[config.mk]
export PLATFORM = sky130hd
export DESIGN_NAME = tce_ctrl
export DESIGN_NICKNAME = d
export VERILOG_FILES = /design/src/hw/rtl/tce_pkg.sv /design/src/hw/rtl/tce_ctrl.sv
export VERILOG_INCLUDE_DIRS = /design/src /design/src/hw/rtl
export SDC_FILE = /design/constraint.sdc
export NUM_CORES = 1
export LEC_CHECK = 0
export BUFFER_PORTS_ARGS = -buffer_cell sky130_fd_sc_hd__buf_2
export CORE_MARGIN = 3
export CORE_UTILIZATION = 30
export DETAILED_ROUTE_END_ITERATION = 6
export PLACE_DENSITY_LB_ADDON = 0.3
export SLEW_MARGIN = 20
export SYNTH_ARGS = -nofsm -noshare
export SYNTH_HDL_FRONTEND = slang
export SYNTH_SLANG_ARGS = --single-unit
[constraint.sdc]
create_clock -name clk_i -period 2 [get_ports clk_i]
set_input_delay 0 -clock clk_i [delete_from_list [all_inputs] [get_ports clk_i]]
set_output_delay 0 -clock clk_i [all_outputs]
set_load 0.02 [all_outputs]
[src/hw/rtl/text_console_cursor_engine_top_macros.svh]
// Assertion macros shared by the console engine modules.
`ifndef TEXT_CONSOLE_CURSOR_ENGINE_TOP_MACROS_SVH
`define TEXT_CONSOLE_CURSOR_ENGINE_TOP_MACROS_SVH
`ifndef SYNTHESIS
`define TCE_ASSERT(label, clk, rst_n, prop) \
  label: assert property (@(posedge clk) disable iff (!rst_n) prop) \
    else $error("assertion failed");
`define TCE_ASSERT_NR(label, clk, prop) \
  label: assert property (@(posedge clk) prop) else $error("assertion failed");
`else
`define TCE_ASSERT(label, clk, rst_n, prop)
`define TCE_ASSERT_NR(label, clk, prop)
`endif
`endif

[src/hw/rtl/tce_pkg.sv]
`timescale 1ns / 1ps
package tce_pkg;
  localparam int unsigned MaxRowsDef = 64;
  localparam int unsigned MaxColsDef = 128;
  localparam int unsigned CellW = 16;

  localparam logic [1:0] CmdPut   = 2'd0;
  localparam logic [1:0] CmdRead  = 2'd1;
  localparam logic [1:0] CmdSet   = 2'd2;
  localparam logic [1:0] CmdClear = 2'd3;

  localparam logic [1:0] CfgRows = 2'd0;
  localparam logic [1:0] CfgCols = 2'd1;
  localparam logic [1:0] CfgAttr = 2'd2;

  localparam logic [7:0] ChCr    = 8'h0D;
  localparam logic [7:0] ChLf    = 8'h0A;
  localparam logic [7:0] ChRight = 8'h91;
  localparam logic [7:0] ChUp    = 8'h90;
  localparam logic [7:0] ChLeft  = 8'h93;
  localparam logic [7:0] ChDown  = 8'h92;
  localparam logic [7:0] ChHome  = 8'h94;
  localparam logic [7:0] ChDel   = 8'h99;
  localparam logic [7:0] ChBs    = 8'h08;
  localparam logic [7:0] ChTab   = 8'h09;
  localparam logic [7:0] ChSpace = 8'h20;

  // Datapath operations issued by the controller.
  typedef enum logic [3:0] {
    OpNone,      // idle
    OpLoad,      // take the item, clamp the cursor
    OpWrite,     // write cell at cursor (char or blank)
    OpAdvance,   // step cursor after a store
    OpCtrl,      // simple cursor move for control codes
    OpBsLeft,    // step column left before delete
    OpRdStart,   // issue read for a target cell
    OpRdDone,    // capture read data
    OpSetCur,    // set cursor to target
    OpSeqInit,   // start a memory walk
    OpSeqRead,   // read source of a walk step
    OpSeqWrite,  // write destination of a walk step
    OpFinish     // present result
  } op_e;

  typedef enum logic [1:0] {
    WalkClear,
    WalkScroll,
    WalkDelete
  } walk_e;

  typedef struct packed {
    op_e   op;
    walk_e walk;
    logic  blank;  // write a blank instead of the item char
  } cmd_t;

  typedef struct packed {
    logic [1:0] cmd;
    logic [7:0] ch;
    logic       wrap;       // advance reaches end of row
    logic       last_row;   // cursor on last row
    logic       col_zero;   // cursor column is zero
    logic       walk_last;  // walk index at its last destination index
    logic       walk_fill;  // walk index in the blank fill region
    logic       walk_done;  // walk at its final write
  } stat_t;

  function automatic logic [8:0] to_screen(input logic [7:0] ch);
    logic [8:0] code;
    code = {1'b1, ch};
    if (ch == 8'h5B) begin
      code = 9'h01B;
    end else if (ch == 8'h5D) begin
      code = 9'h01D;
    end else if (ch[5] && ch[6]) begin
      code = code & 9'h19F;
    end
    return code;
  endfunction
endpackage

[src/hw/rtl/tce_ctrl.sv]
`timescale 1ns / 1ps
`include "text_console_cursor_engine_top_macros.svh"
module tce_ctrl (
  input  logic           clk_i,
  input  logic           rst_ni,
  input  logic           in_valid_i,
  output logic           in_stall_o,
  output logic           out_valid_o,
  input  logic           out_stall_i,
  output tce_pkg::cmd_t  ctl_o,
  input  tce_pkg::stat_t stat_i
);
  localparam logic [3:0] SIdle = 4'd0, SDisp = 4'd1, SWrite = 4'd2, SAdv = 4'd3,
    SRd = 4'd4, SRdDone = 4'd5, SWInit = 4'd6, SWRead = 4'd7, SWWrite = 4'd8,
    SFinish = 4'd9, SAdvChk = 4'd10;

  logic [3:0] state_q, state_d;
  logic [2:0] tab_q, tab_d;      // spaces still to store for a tab
  logic [1:0] walk_q, walk_d;
  logic       ovalid_q, ovalid_d;
  logic       accept;

  assign in_stall_o = (state_q != SIdle);
  assign accept = in_valid_i && !in_stall_o;
  assign out_valid_o = ovalid_q;

  always_comb begin
    state_d = state_q; tab_d = tab_q; walk_d = walk_q;
    ovalid_d = ovalid_q && out_stall_i;
    ctl_o.op = tce_pkg::OpNone;
    ctl_o.walk = tce_pkg::walk_e'(walk_q);
    ctl_o.blank = (tab_q != 3'd0);
    case (state_q)
      SIdle: if (accept) begin
        ctl_o.op = tce_pkg::OpLoad;
        state_d = SDisp;
      end
      SDisp: begin
        tab_d = 3'd0;
        case (stat_i.cmd)
          tce_pkg::CmdPut: begin
            case (stat_i.ch)
              tce_pkg::ChCr, tce_pkg::ChRight, tce_pkg::ChUp, tce_pkg::ChLeft,
              tce_pkg::ChDown, tce_pkg::ChHome: begin
                ctl_o.op = tce_pkg::OpCtrl; state_d = SFinish;
              end
              tce_pkg::ChLf: begin
                if (stat_i.last_row) begin
                  walk_d = 2'(tce_pkg::WalkScroll); state_d = SWInit;
                end else begin
                  ctl_o.op = tce_pkg::OpCtrl; state_d = SFinish;
                end
              end
              tce_pkg::ChDel: begin
                walk_d = 2'(tce_pkg::WalkDelete); state_d = SWInit;
              end
              tce_pkg::ChBs: begin
                if (stat_i.col_zero) begin
                  state_d = SFinish;
                end else begin
                  ctl_o.op = tce_pkg::OpBsLeft;
                  walk_d = 2'(tce_pkg::WalkDelete); state_d = SWInit;
                end
              end
              tce_pkg::ChTab: begin
                tab_d = 3'd4; state_d = SWrite;
              end
              default: state_d = SWrite;
            endcase
          end
          tce_pkg::CmdRead: begin
            ctl_o.op = tce_pkg::OpRdStart; state_d = SRdDone;
          end
          tce_pkg::CmdSet: begin
            ctl_o.op = tce_pkg::OpSetCur; state_d = SFinish;
          end
          default: begin
            walk_d = 2'(tce_pkg::WalkClear); state_d = SWInit;
          end
        endcase
      end
      SWrite: begin
        ctl_o.op = tce_pkg::OpWrite; state_d = SAdvChk;
      end
      SAdvChk: begin
        // scroll needed when the store wraps off the last row
        if (stat_i.wrap && stat_i.last_row) begin
          ctl_o.op = tce_pkg::OpAdvance;
          walk_d = 2'(tce_pkg::WalkScroll); state_d = SWInit;
        end else begin
          ctl_o.op = tce_pkg::OpAdvance;
          state_d = SAdv;
        end
      end
      SAdv: begin
        if (tab_q > 3'd1) begin
          tab_d = tab_q - 3'd1; state_d = SWrite;
        end else begin
          tab_d = 3'd0; state_d = SFinish;
        end
      end
      SRd: state_d = SRdDone;
      SRdDone: begin
        ctl_o.op = tce_pkg::OpRdDone; state_d = SFinish;
      end
      SWInit: begin
        ctl_o.op = tce_pkg::OpSeqInit; state_d = SWRead;
      end
      SWRead: begin
        ctl_o.op = tce_pkg::OpSeqRead; state_d = SWWrite;
      end
      SWWrite: begin
        ctl_o.op = tce_pkg::OpSeqWrite;
        if (stat_i.walk_done) state_d = SAdv;
        else state_d = SWRead;
      end
      SFinish: begin
        if (!ovalid_d) begin
          ctl_o.op = tce_pkg::OpFinish;
          ovalid_d = 1'b1;
          state_d = SIdle;
        end
      end
      default: state_d = SIdle;
    endcase
  end

  always_ff @(posedge clk_i or negedge rst_ni) begin
    if (!rst_ni) begin
      state_q <= SIdle;
      tab_q <= '0;
      walk_q <= '0;
      ovalid_q <= 1'b0;
    end else begin
      state_q <= state_d;
      tab_q <= tab_d;
      walk_q <= walk_d;
      ovalid_q <= ovalid_d;
    end
  end

  `TCE_ASSERT(a_busy_stall, clk_i, rst_ni, (state_q == SWWrite) |-> in_stall_o)
  `TCE_ASSERT(a_one_result, clk_i, rst_ni,
    (ctl_o.op == tce_pkg::OpFinish) |=> (out_valid_o && state_q == SIdle))
  `TCE_ASSERT(a_tab_bound, clk_i, rst_ni, tab_q <= 3'd4)
endmodule
==> run_results.csv, run 1 <==
group,metric,value,unit
run_status,status,"completed",
pwr,power_density,1310,mW/mm^2
cts,clockBufferDepth,2,
layout,syn_to_final_growth,24.8,%
sta,setup_ws,0.210,ns
drt,drtIter0Drc,81,
drt,drc_errors,0,
drt,ant_nets,0,
sta,setup_tns,0,ns
critical_path,r2r_slack,0.30,ns
global_route,grt_pass1_wl,4.71,mm
placed_design,dp_cells,206,
critical_path,path_class,"reg -> out",
synth,syn_nets,162,
drt,drt-vias-per-instance,5.51,
cts,cts_max_level,1,
global_route,grt_pass1_vias,1098,
synth,ys_warn_count,0,
placed_design,dp_slack,0.266,ns
drt,firstDrtPassIters,4,
cts,clockRootBuffer,"clkbuf_4",
sta,finalCritPeriodShare,89.5,%
sta,rsz0062_at_grt,"false",
synth,synth-seq-cells,10,
synth,ys_types,44,
sta,drv_slew,0,
layout,nNetsFinal,194,
floorplanning,io_pins,29,
sta,tightestPinTransition,0.340,ns
critical_path,worstSetupStartpoint,"state_q[2]$_DFFE_PN0P_",
layout,drive_gt1_share,28.7,%
pwr,leakagePower,0.593,nW
sta,setup_violations,0,
placed_design,io_buffers,26,
global_route,grt_max_degree,16,
synth,syn-cell-area,0.00103,mm^2
layout,layout.cells.non_filler,211,
global_route,grt-ovfl-total,0,
synth,syn_area_per_cell,7.59,um^2
sta,relSlewSlack,77.1,%
floorplanning,start_util,32.5,%
global_route,grt_use_total,13.7,%
cts,clk_pin_slew,0.07,ns
layout,n_antenna_cell,0,
critical_path,crit_arrival,1.79,ns
critical_path,cp.required,2.00,ns
floorplanning,placementRows,20,
placed_design,gp_congestion,0.890,
sta,hold_viol,0,
run,cap_violations,0,
drt,wl_per_cell,13.5,um
pwr,ir_drop,0.644,mV
synth,ys_seq_area_share,24.2,%
critical_path,path_max_fanout,8,
critical_path,r2r_cells,5,
floorplanning,die_y,64.7,um
cts,clkLatencyLatePin,0.26,ns
hold_path,min_path_type,"in -> reg",
synth,synth_cells,136,
critical_path,crit_path_end,"ctl_o[3]",
sta,fin_skew,0.0103,ns
critical_path,startpoint_type,"flop",
critical_path,endpoint_kind,"primary output",
critical_path,worst_r2r_endpoint,"walk_q[1]$_DFFE_PN0P_",
floorplanning,core-area,0.00318,mm^2
placed_design,dp_hpwl,2.35,mm
cts,cts_sinks,10,
sta,period_needed,1.79,ns
drt,wl,2.84,mm
critical_path,r2r_start,"state_q[2]$_DFFE_PN0P_",
floorplanning,die_area,0.00418,mm^2
layout,fin_util,40.6,%
cts,cts_tree,"done",
sta,timing.fmax,559,MHz
drt,vias,1163,
floorplanning,die_w,64.7,um
cts,cts_buffers,3,
global_route,antenna_found_initial,0,
## routing by layer
layer / GRT usage, % / wire [um] / vias to the layer above / part of all wire [%]
li1: - / - / 570 / -
met1: 19.1 / 1260 / 546 / 44
met2: 22.3 / 1380 / 45 / 49
met3: 2.43 / 199 / 2 / 7.0
met4: 2.64 / 4 / 0 / 0.14
met5: 0 / 0 / - / 0
## where the power goes
part | switching (W) | internal [W] | leakage [nW] | total [W]
clock | 0.0000658 | 0.000110 | 0.0210 | 0.000176
combinational | 0.000687 | 0.000448 | 0.447 | 0.00113
sequential | 0.0000847 | 0.000295 | 0.125 | 0.000380
total | 0.000837 | 0.000853 | 0.593 | 0.00169
## worst max-delay path: stages (launching register included)
cell and delay [ns]:
dfrtp_2 0.46, nor2_1 0.14, buf_4 0.16, nand3_1 0.17
nor4_2 0.30, a21o_1 0.15, buf_2 0.15
## stage by stage
step	cell area [um^2]	hold WS [ns]	total power [W]
after floorplan	1030	-0.296	0.00114
after global placement	1230	-0.133	0.00148
after detailed placement	1230	-0.128	0.00150
after CTS	1280	0.0102	0.00169
after global routing	1290	0.0245	0.00184
final	1290	0.0177	0.00169
## logic make-up after synthesis
family | synth area share, %
buf+inv | 6.30
mux | 1.09
fa+ha+maj | 7.27
simple gates | 30.7
flops | 24.2
compound gates | 30.4
## worst min path at each step
| stage | start | end | slack [ns] | cells past startpoint |
|---|---|---|---|---|
| after CTS | stat_i[14] | state_q[2]$_DFFE_PN0P_ | 0.01 | 2 |
| after global routing | stat_i[14] | state_q[2]$_DFFE_PN0P_ | 0.02 | 2 |
| after global placement | rst_ni | walk_q[1]$_DFFE_PN0P_ | -0.13 | 1 |
| after detailed placement | rst_ni | walk_q[1]$_DFFE_PN0P_ | -0.13 | 1 |
| after floorplan | rst_ni | out_valid_o$_DFF_PN0_ | -0.30 | 0 |
| final | stat_i[14] | state_q[2]$_DFFE_PN0P_ | 0.02 | 2 |
## cell type report
cell class / instances / area [um^2]
Clock buffer: 4 / 36.3
Inverter: 12 / 45.0
Timing Repair Buffer: 32 / 178
Sequential cell: 10 / 251
Multi-Input combinational cell: 109 / 723
Fill cell: 345 / 1890
Tap cell: 44 / 55.1
## state kept, by name, summed over array words and instances (netlist names)
name,count
tab_q,3
walk_q,2
state_q,4
out_valid_o,1
## timing repair
action                     in CTS  in global routing
hold buffers                    1                  0
hold endpoints to repair       10                  0
buffers inserted                0                  0
setup endpoints to repair       0                  1
resized for setup               0                  2
## cells in the mapped netlist (all sizes together)
cell / number / share of area [%]
nor2: 17 / 6.2
inv: 12 / 4.4
a21oi: 10 / 5.2
dfrtp: 10 / 24
nand2: 9 / 3.3
o21ai: 9 / 4.4
ha: 6 / 7.3
nor3: 6 / 4.0
clkbuf: 5 / 1.9
nand2b: 5 / 3.0
a31oi: 4 / 2.4
o31ai: 4 / 2.9
a21o: 3 / 2.3
nand3: 3 / 1.5
nor4: 3 / 1.8
a41oi: 2 / 1.7
nor2b: 2 / 1.2
o32a: 2 / 2.1
o32ai: 2 / 1.7
or2: 2 / 1.2
or3: 2 / 1.2
a211o: 1 / 0.85
a211oi: 1 / 0.73
a221o: 1 / 0.97
a22o: 1 / 0.85
a22oi: 1 / 0.73
a311oi: 1 / 0.85
a31o: 1 / 0.85
and2: 1 / 0.61
and4b: 1 / 0.97
mux2: 1 / 1.1
nand4: 1 / 0.61
nand4bb: 1 / 1.1
nor3b: 1 / 0.73
nor4b: 1 / 0.85
o211ai: 1 / 1.2
o21a: 1 / 0.73
or4: 1 / 1.1
or4b: 1 / 1.3
## cells in the final DEF (no fill, tap or decap), drive strengths merged, types with 2 or more instances in the layout
cell / n
inv: 12
o21ai: 9
nand2b: 5
nor4: 3
nand3: 3
clkbuf: 4
nand2: 9
buf: 31
o32a: 2
ha: 6
dfrtp: 10
nor2b: 2
o31ai: 4
a31oi: 4
a41oi: 2
a21o: 3
or3: 2
a21oi: 10
o32ai: 2
nor3: 6
nor2: 17
or2: 2
(Power assumes the default switching activity.)
==> inputs of run 2 (changes only) <==
RECOVER_POWER = 25   (was not set)
==> run_results.csv, run 2 (same netlist as run 1, synthesis figures left out) <==
group,metric,value,unit
global_route,grt-ovfl-total,0,
critical_path,path_cells,"nor2_1 > buf_4 > nand3_1 > nor4_2 > a21o_1 > buf_2",
placed_design,io_buffers,26,
cts,clockBufferDepth,2,
critical_path,crit_slowest_cell,"dfrtp_2",
floorplanning,core-area,0.00318,mm^2
sta,tightestPinTransition,0.528,ns
critical_path,cp_top_family,"simple AND/OR/NAND/NOR gates",
floorplanning,die_w,64.7,um
cts,clockRootBuffer,"clkbuf_4",
critical_path,endpoint_kind,"primary output",
drt,wl,2.85,mm
global_route,antenna_found_initial,0,
global_route,grt_max_degree,16,
hold_path,min_path_type,"in -> reg",
drt,drc_errors,0,
sta,setup_tns,0,ns
sta,drv_slew,0,
global_route,grt_pass1_vias,1098,
layout,top_regs,"state_q (4), tab_q (3), walk_q (2)",
sta,setup_violations,0,
drt,ant_nets,0,
floorplanning,die_y,64.7,um
critical_path,crit_arrival,1.79,ns
layout,layout_common_cells,"buf_2, nor2_1, inv_1",
layout,final_common_cell,"buf_2",
floorplanning,io_pins,29,
layout,regMostFlops,"state_q",
sta,fin_skew,0.00942,ns
sta,finalCritPeriodShare,89.5,%
layout,largest_reg_flops,4,
critical_path,cp.required,2.00,ns
sta,relSlewSlack,64.8,%
cts,clkLatencyLatePin,0.26,ns
global_route,grt_pass1_wl,4.71,mm
layout,syn_to_final_growth,24.7,%
cts,cts_sinks,10,
critical_path,path_max_fanout,8,
critical_path,startpoint_type,"flop",
pwr,leakagePower,0.590,nW
critical_path,slowest_delay,0.46,ns
drt,firstDrtPassIters,4,
critical_path,path_class,"reg -> out",
pwr,ir_drop,0.644,mV
floorplanning,die_area,0.00418,mm^2
sta,rsz0062_at_grt,"false",
placed_design,gp_congestion,0.890,
layout,fin_util,40.5,%
critical_path,timing.critical_path.buf_inv,2,
run_status,status,"completed",
cts,cts_max_level,1,
layout,nNetsFinal,194,
drt,drtIter0Drc,80,
drt,wl_per_cell,13.5,um
layout,drive_gt1_share,28.1,%
cts,clk_pin_slew,0.07,ns
drt,drt-vias-per-instance,5.49,
global_route,grt_use_total,13.7,%
sta,hold_viol,0,
drt,vias,1158,
layout,n_antenna_cell,0,
pwr,power_density,1310,mW/mm^2
sta,timing.fmax,559,MHz
placed_design,dp_hpwl,2.35,mm
sta,period_needed,1.79,ns
cts,cts_tree,"done",
floorplanning,start_util,32.5,%
run,cap_violations,0,
cts,post_cts_buffers,0,
floorplanning,placementRows,20,
cts,cts_buffers,3,
==> run 2: worst register-to-register path, stage by stage, from the launching register on <==
cell and delay (ns):
dfrtp_2 0.46, nor2_1 0.14, nand2_1 0.14, or2_2 0.32, or4b_4 0.49, o211ai_2 0.08
==> run 2: worst paths after layout <==
| path | startpoint | endpoint | slack (ns) | cells past startpoint |
|---|---|---|---|---|
| worst max-delay path | state_q[2]$_DFFE_PN0P_ | ctl_o[3] | 0.21 | 6 |
| worst min-delay path | stat_i[14] | state_q[2]$_DFFE_PN0P_ | 0.02 | 2 |
| worst max register to register | state_q[2]$_DFFE_PN0P_ | walk_q[1]$_DFFE_PN0P_ | 0.30 | 5 |
| worst min register to register | tab_q[0]$_DFFE_PN0P_ | tab_q[0]$_DFFE_PN0P_ | 0.52 | 1 |
| max in group asynchronous | rst_ni | state_q[2]$_DFFE_PN0P_ | 1.40 | 2 |
| min in group asynchronous | rst_ni | walk_q[1]$_DFFE_PN0P_ | 0.22 | 2 |
==> run 2: through the flow <==
step / cells / area [um^2] / hold slack [ns] / setup WS [ns] / total power, W
floorplan: 136 / 1030 / -0.296 / 0.237 / 0.00114
global placement: 206 / 1230 / -0.133 / 0.286 / 0.00148
detailed placement: 206 / 1230 / -0.128 / 0.266 / 0.00150
CTS: 211 / 1280 / 0.0102 / 0.0818 / 0.00169
global route: 211 / 1290 / 0.0245 / 0.0127 / 0.00184
finish: 211 / 1290 / 0.0188 / 0.211 / 0.00169
==> run 2: final cells by class <==
type | instances | area, um^2
clock buffers | 4 | 36.3
multi-input cells | 109 | 723
well taps | 44 | 55.1
repair buffers | 32 | 176
fillers | 345 | 1890
flip-flops and latches | 10 | 251
inverters | 12 | 45.0
==> run 2: where the power goes <==
group | internal [W] | switching [W]
Sequential | 0.000295 | 0.0000841
Clock | 0.000110 | 0.0000651
Combinational | 0.000448 | 0.000687
Total | 0.000853 | 0.000836
==> run 2: metal layers <==
metal  vias to the layer above  global-route usage [%]  part of all wire, %
met5                         -                       0                    0
met4                         0                    2.64                 0.14
met3                         2                    2.43                  7.0
met2                        45                    22.3                   49
met1                       541                    19.1                   44
li1                        570                       -                    -
==> run 2: timing repair <==
item	4_1_cts	5_1_grt
resized for setup	0	2
hold endpoints to repair	10	0
hold buffers	1	0
endpoints found under the setup margin	0	1
==> inputs of run 3 (changes only) <==
CORE_ASPECT_RATIO = 0.9   (was not set)
CORE_UTILIZATION = 51   (was 30)
REMOVE_ABC_BUFFERS = 1   (was not set)
==> run_results.csv, run 3 (same netlist as run 1, synthesis figures left out) <==
group,metric,value,unit
run,cap_violations,0,
layout,largest_reg_flops,4,
placed_design,io_buffers,26,
hold_path,min_path_type,"in -> reg",
critical_path,slowest_delay,0.47,ns
drt,drtIter0Drc,44,
critical_path,endpoint_kind,"primary output",
layout,layout_common_cells,"buf_2, nor2_1, inv_1",
cts,cts_max_level,1,
global_route,grt_pass1_vias,974,
global_route,grt_use_total,21.1,%
sta,relSlewSlack,65.9,%
sta,setup_tns,0,ns
drt,met3WireLength,210,um
floorplanning,start_util,57.8,%
critical_path,cp_top_family,"simple AND/OR/NAND/NOR gates",
sta,hold_viol,0,
drt,wl_per_cell,13.9,um
drt,wl_met2,1.20,mm
floorplanning,io_pins,29,
pwr,ir_drop,1.13,mV
layout,top_regs,"state_q (4), tab_q (3), walk_q (2)",
sta,drv_slew,0,
sta,fin_skew,0.00140,ns
pwr,leakagePower,0.591,nW
layout,final_common_cell,"buf_2",
cts,clockRootBuffer,"clkbuf_4",
layout,regMostFlops,"state_q",
sta,setup_violations,0,
cts,cts_buffers,3,
drt,drt-vias-per-instance,6.08,
layout,nNetsFinal,194,
layout,drive_gt1_share,27.5,%
drt,vias,1161,
cts,clkLatencyLatePin,0.26,ns
floorplanning,die_area,0.00260,mm^2
layout,layout.cells.non_filler,191,
pwr,power_density,1320,mW/mm^2
cts,clk_pin_slew,0.06,ns
drt,firstDrtPassIters,4,
floorplanning,die_y,48.7,um
critical_path,crit_slowest_cell,"dfrtp_1",
placed_design,gp_congestion,0.897,
global_route,grt-ovfl-total,0,
global_route,antenna_found_initial,0,
critical_path,cp.required,2.00,ns
run_status,status,"completed",
sta,tightestPinTransition,0.512,ns
cts,post_cts_buffers,0,
cts,cts_tree,"done",
sta,finalCritPeriodShare,96.5,%
drt,drc_errors,0,
sta,period_needed,1.93,ns
placed_design,dp_hpwl,2.16,mm
floorplanning,die_w,53.4,um
critical_path,timing.critical_path.buf_inv,2,
cts,clockBufferDepth,2,
global_route,grt_pass1_wl,4.14,mm
layout,n_antenna_cell,0,
drt,ant_nets,0,
layout,syn_to_final_growth,22.2,%
global_route,grt_max_degree,16,
drt,maxUsedRoutingLayer,"met4",
sta,timing.fmax,518,MHz
critical_path,path_class,"reg -> out",
floorplanning,core-area,0.00179,mm^2
floorplanning,placementRows,14,
critical_path,path_cells,"nor2_1 > buf_4 > nand3_1 > nor4_2 > a21o_1 > buf_2",
critical_path,crit_arrival,1.93,ns
cts,cts_sinks,10,
drt,wl_met1,1.22,mm
placed_design,dp_cells,186,
critical_path,startpoint_type,"flop",
layout,fin_util,70.6,%
critical_path,path_max_fanout,8,
drt,wl,2.66,mm
## run 3: cell counts in the layout (fill, tap and decap cells not counted)
Identical to the previous run, type by type.
## run 3: worst reg2reg max path, stage by stage (launching register included)
cell,delay (ns)
dfrtp_1,0.47
nor2_1,0.17
nand2_1,0.12
or2_2,0.32
or4b_4,0.49
o211ai_2,0.09
## run 3: path summary, 6_finish.rpt
check / startpoint / end / slack, ns / cells past startpoint
min: out_stall_i / out_valid_o$_DFF_PN0_ / 0.05 / 3
max in group asynchronous: rst_ni / tab_q[1]$_DFFE_PN0P_ / 1.44 / 2
min in group asynchronous: rst_ni / walk_q[0]$_DFFE_PN0P_ / 0.22 / 2
min reg2reg: tab_q[0]$_DFFE_PN0P_ / tab_q[0]$_DFFE_PN0P_ / 0.52 / 1
max reg2reg: state_q[2]$_DFFE_PN0P_ / walk_q[1]$_DFFE_PN0P_ / 0.27 / 5
max: state_q[2]$_DFFE_PN0P_ / ctl_o[3] / 0.07 / 6
## run 3: cell type report
class	count	area (um^2)
multi-input cells	109	723
fillers	156	526
flip-flops and latches	10	250
repair buffers	32	176
inverters	12	45.0
clock buffers	4	36.3
well taps	24	30.0
## run 3: routing by layer
layer  up-vias  track usage, %
met5         -               0
met4         0            7.66
met3         4            2.15
met2        54            29.6
met1       534            32.8
li1        569               -
## run 3: metrics by stage
| step | area, um^2 | total power (W) | hold WS (ns) | worst slack [ns] |
|---|---|---|---|---|
| 6_report | 1260 | 0.00167 | 0.0485 | 0.0700 |
| 5_1_grt | 1260 | 0.00182 | 0.0474 | -0.0306 |
| 4_1_cts | 1260 | 0.00167 | 0.0276 | 0.0872 |
| 3_5_place_dp | 1210 | 0.00148 | -0.139 | 0.243 |
| 3_3_place_gp | 1210 | 0.00146 | -0.140 | 0.280 |
| 2_1_floorplan | 1010 | 0.00112 | -0.296 | 0.140 |
## run 3: repair_timing
action | in CTS | in global routing
hold buffers | 1 | 0
setup endpoints to repair | 0 | 1
gates resized for setup | 0 | 1
hold endpoints to repair | 10 | 0
## run 3: power by group
part,switching [W],internal [W]
Sequential,0.0000964,0.000293
Combinational,0.000660,0.000446
Clock,0.0000620,0.000110
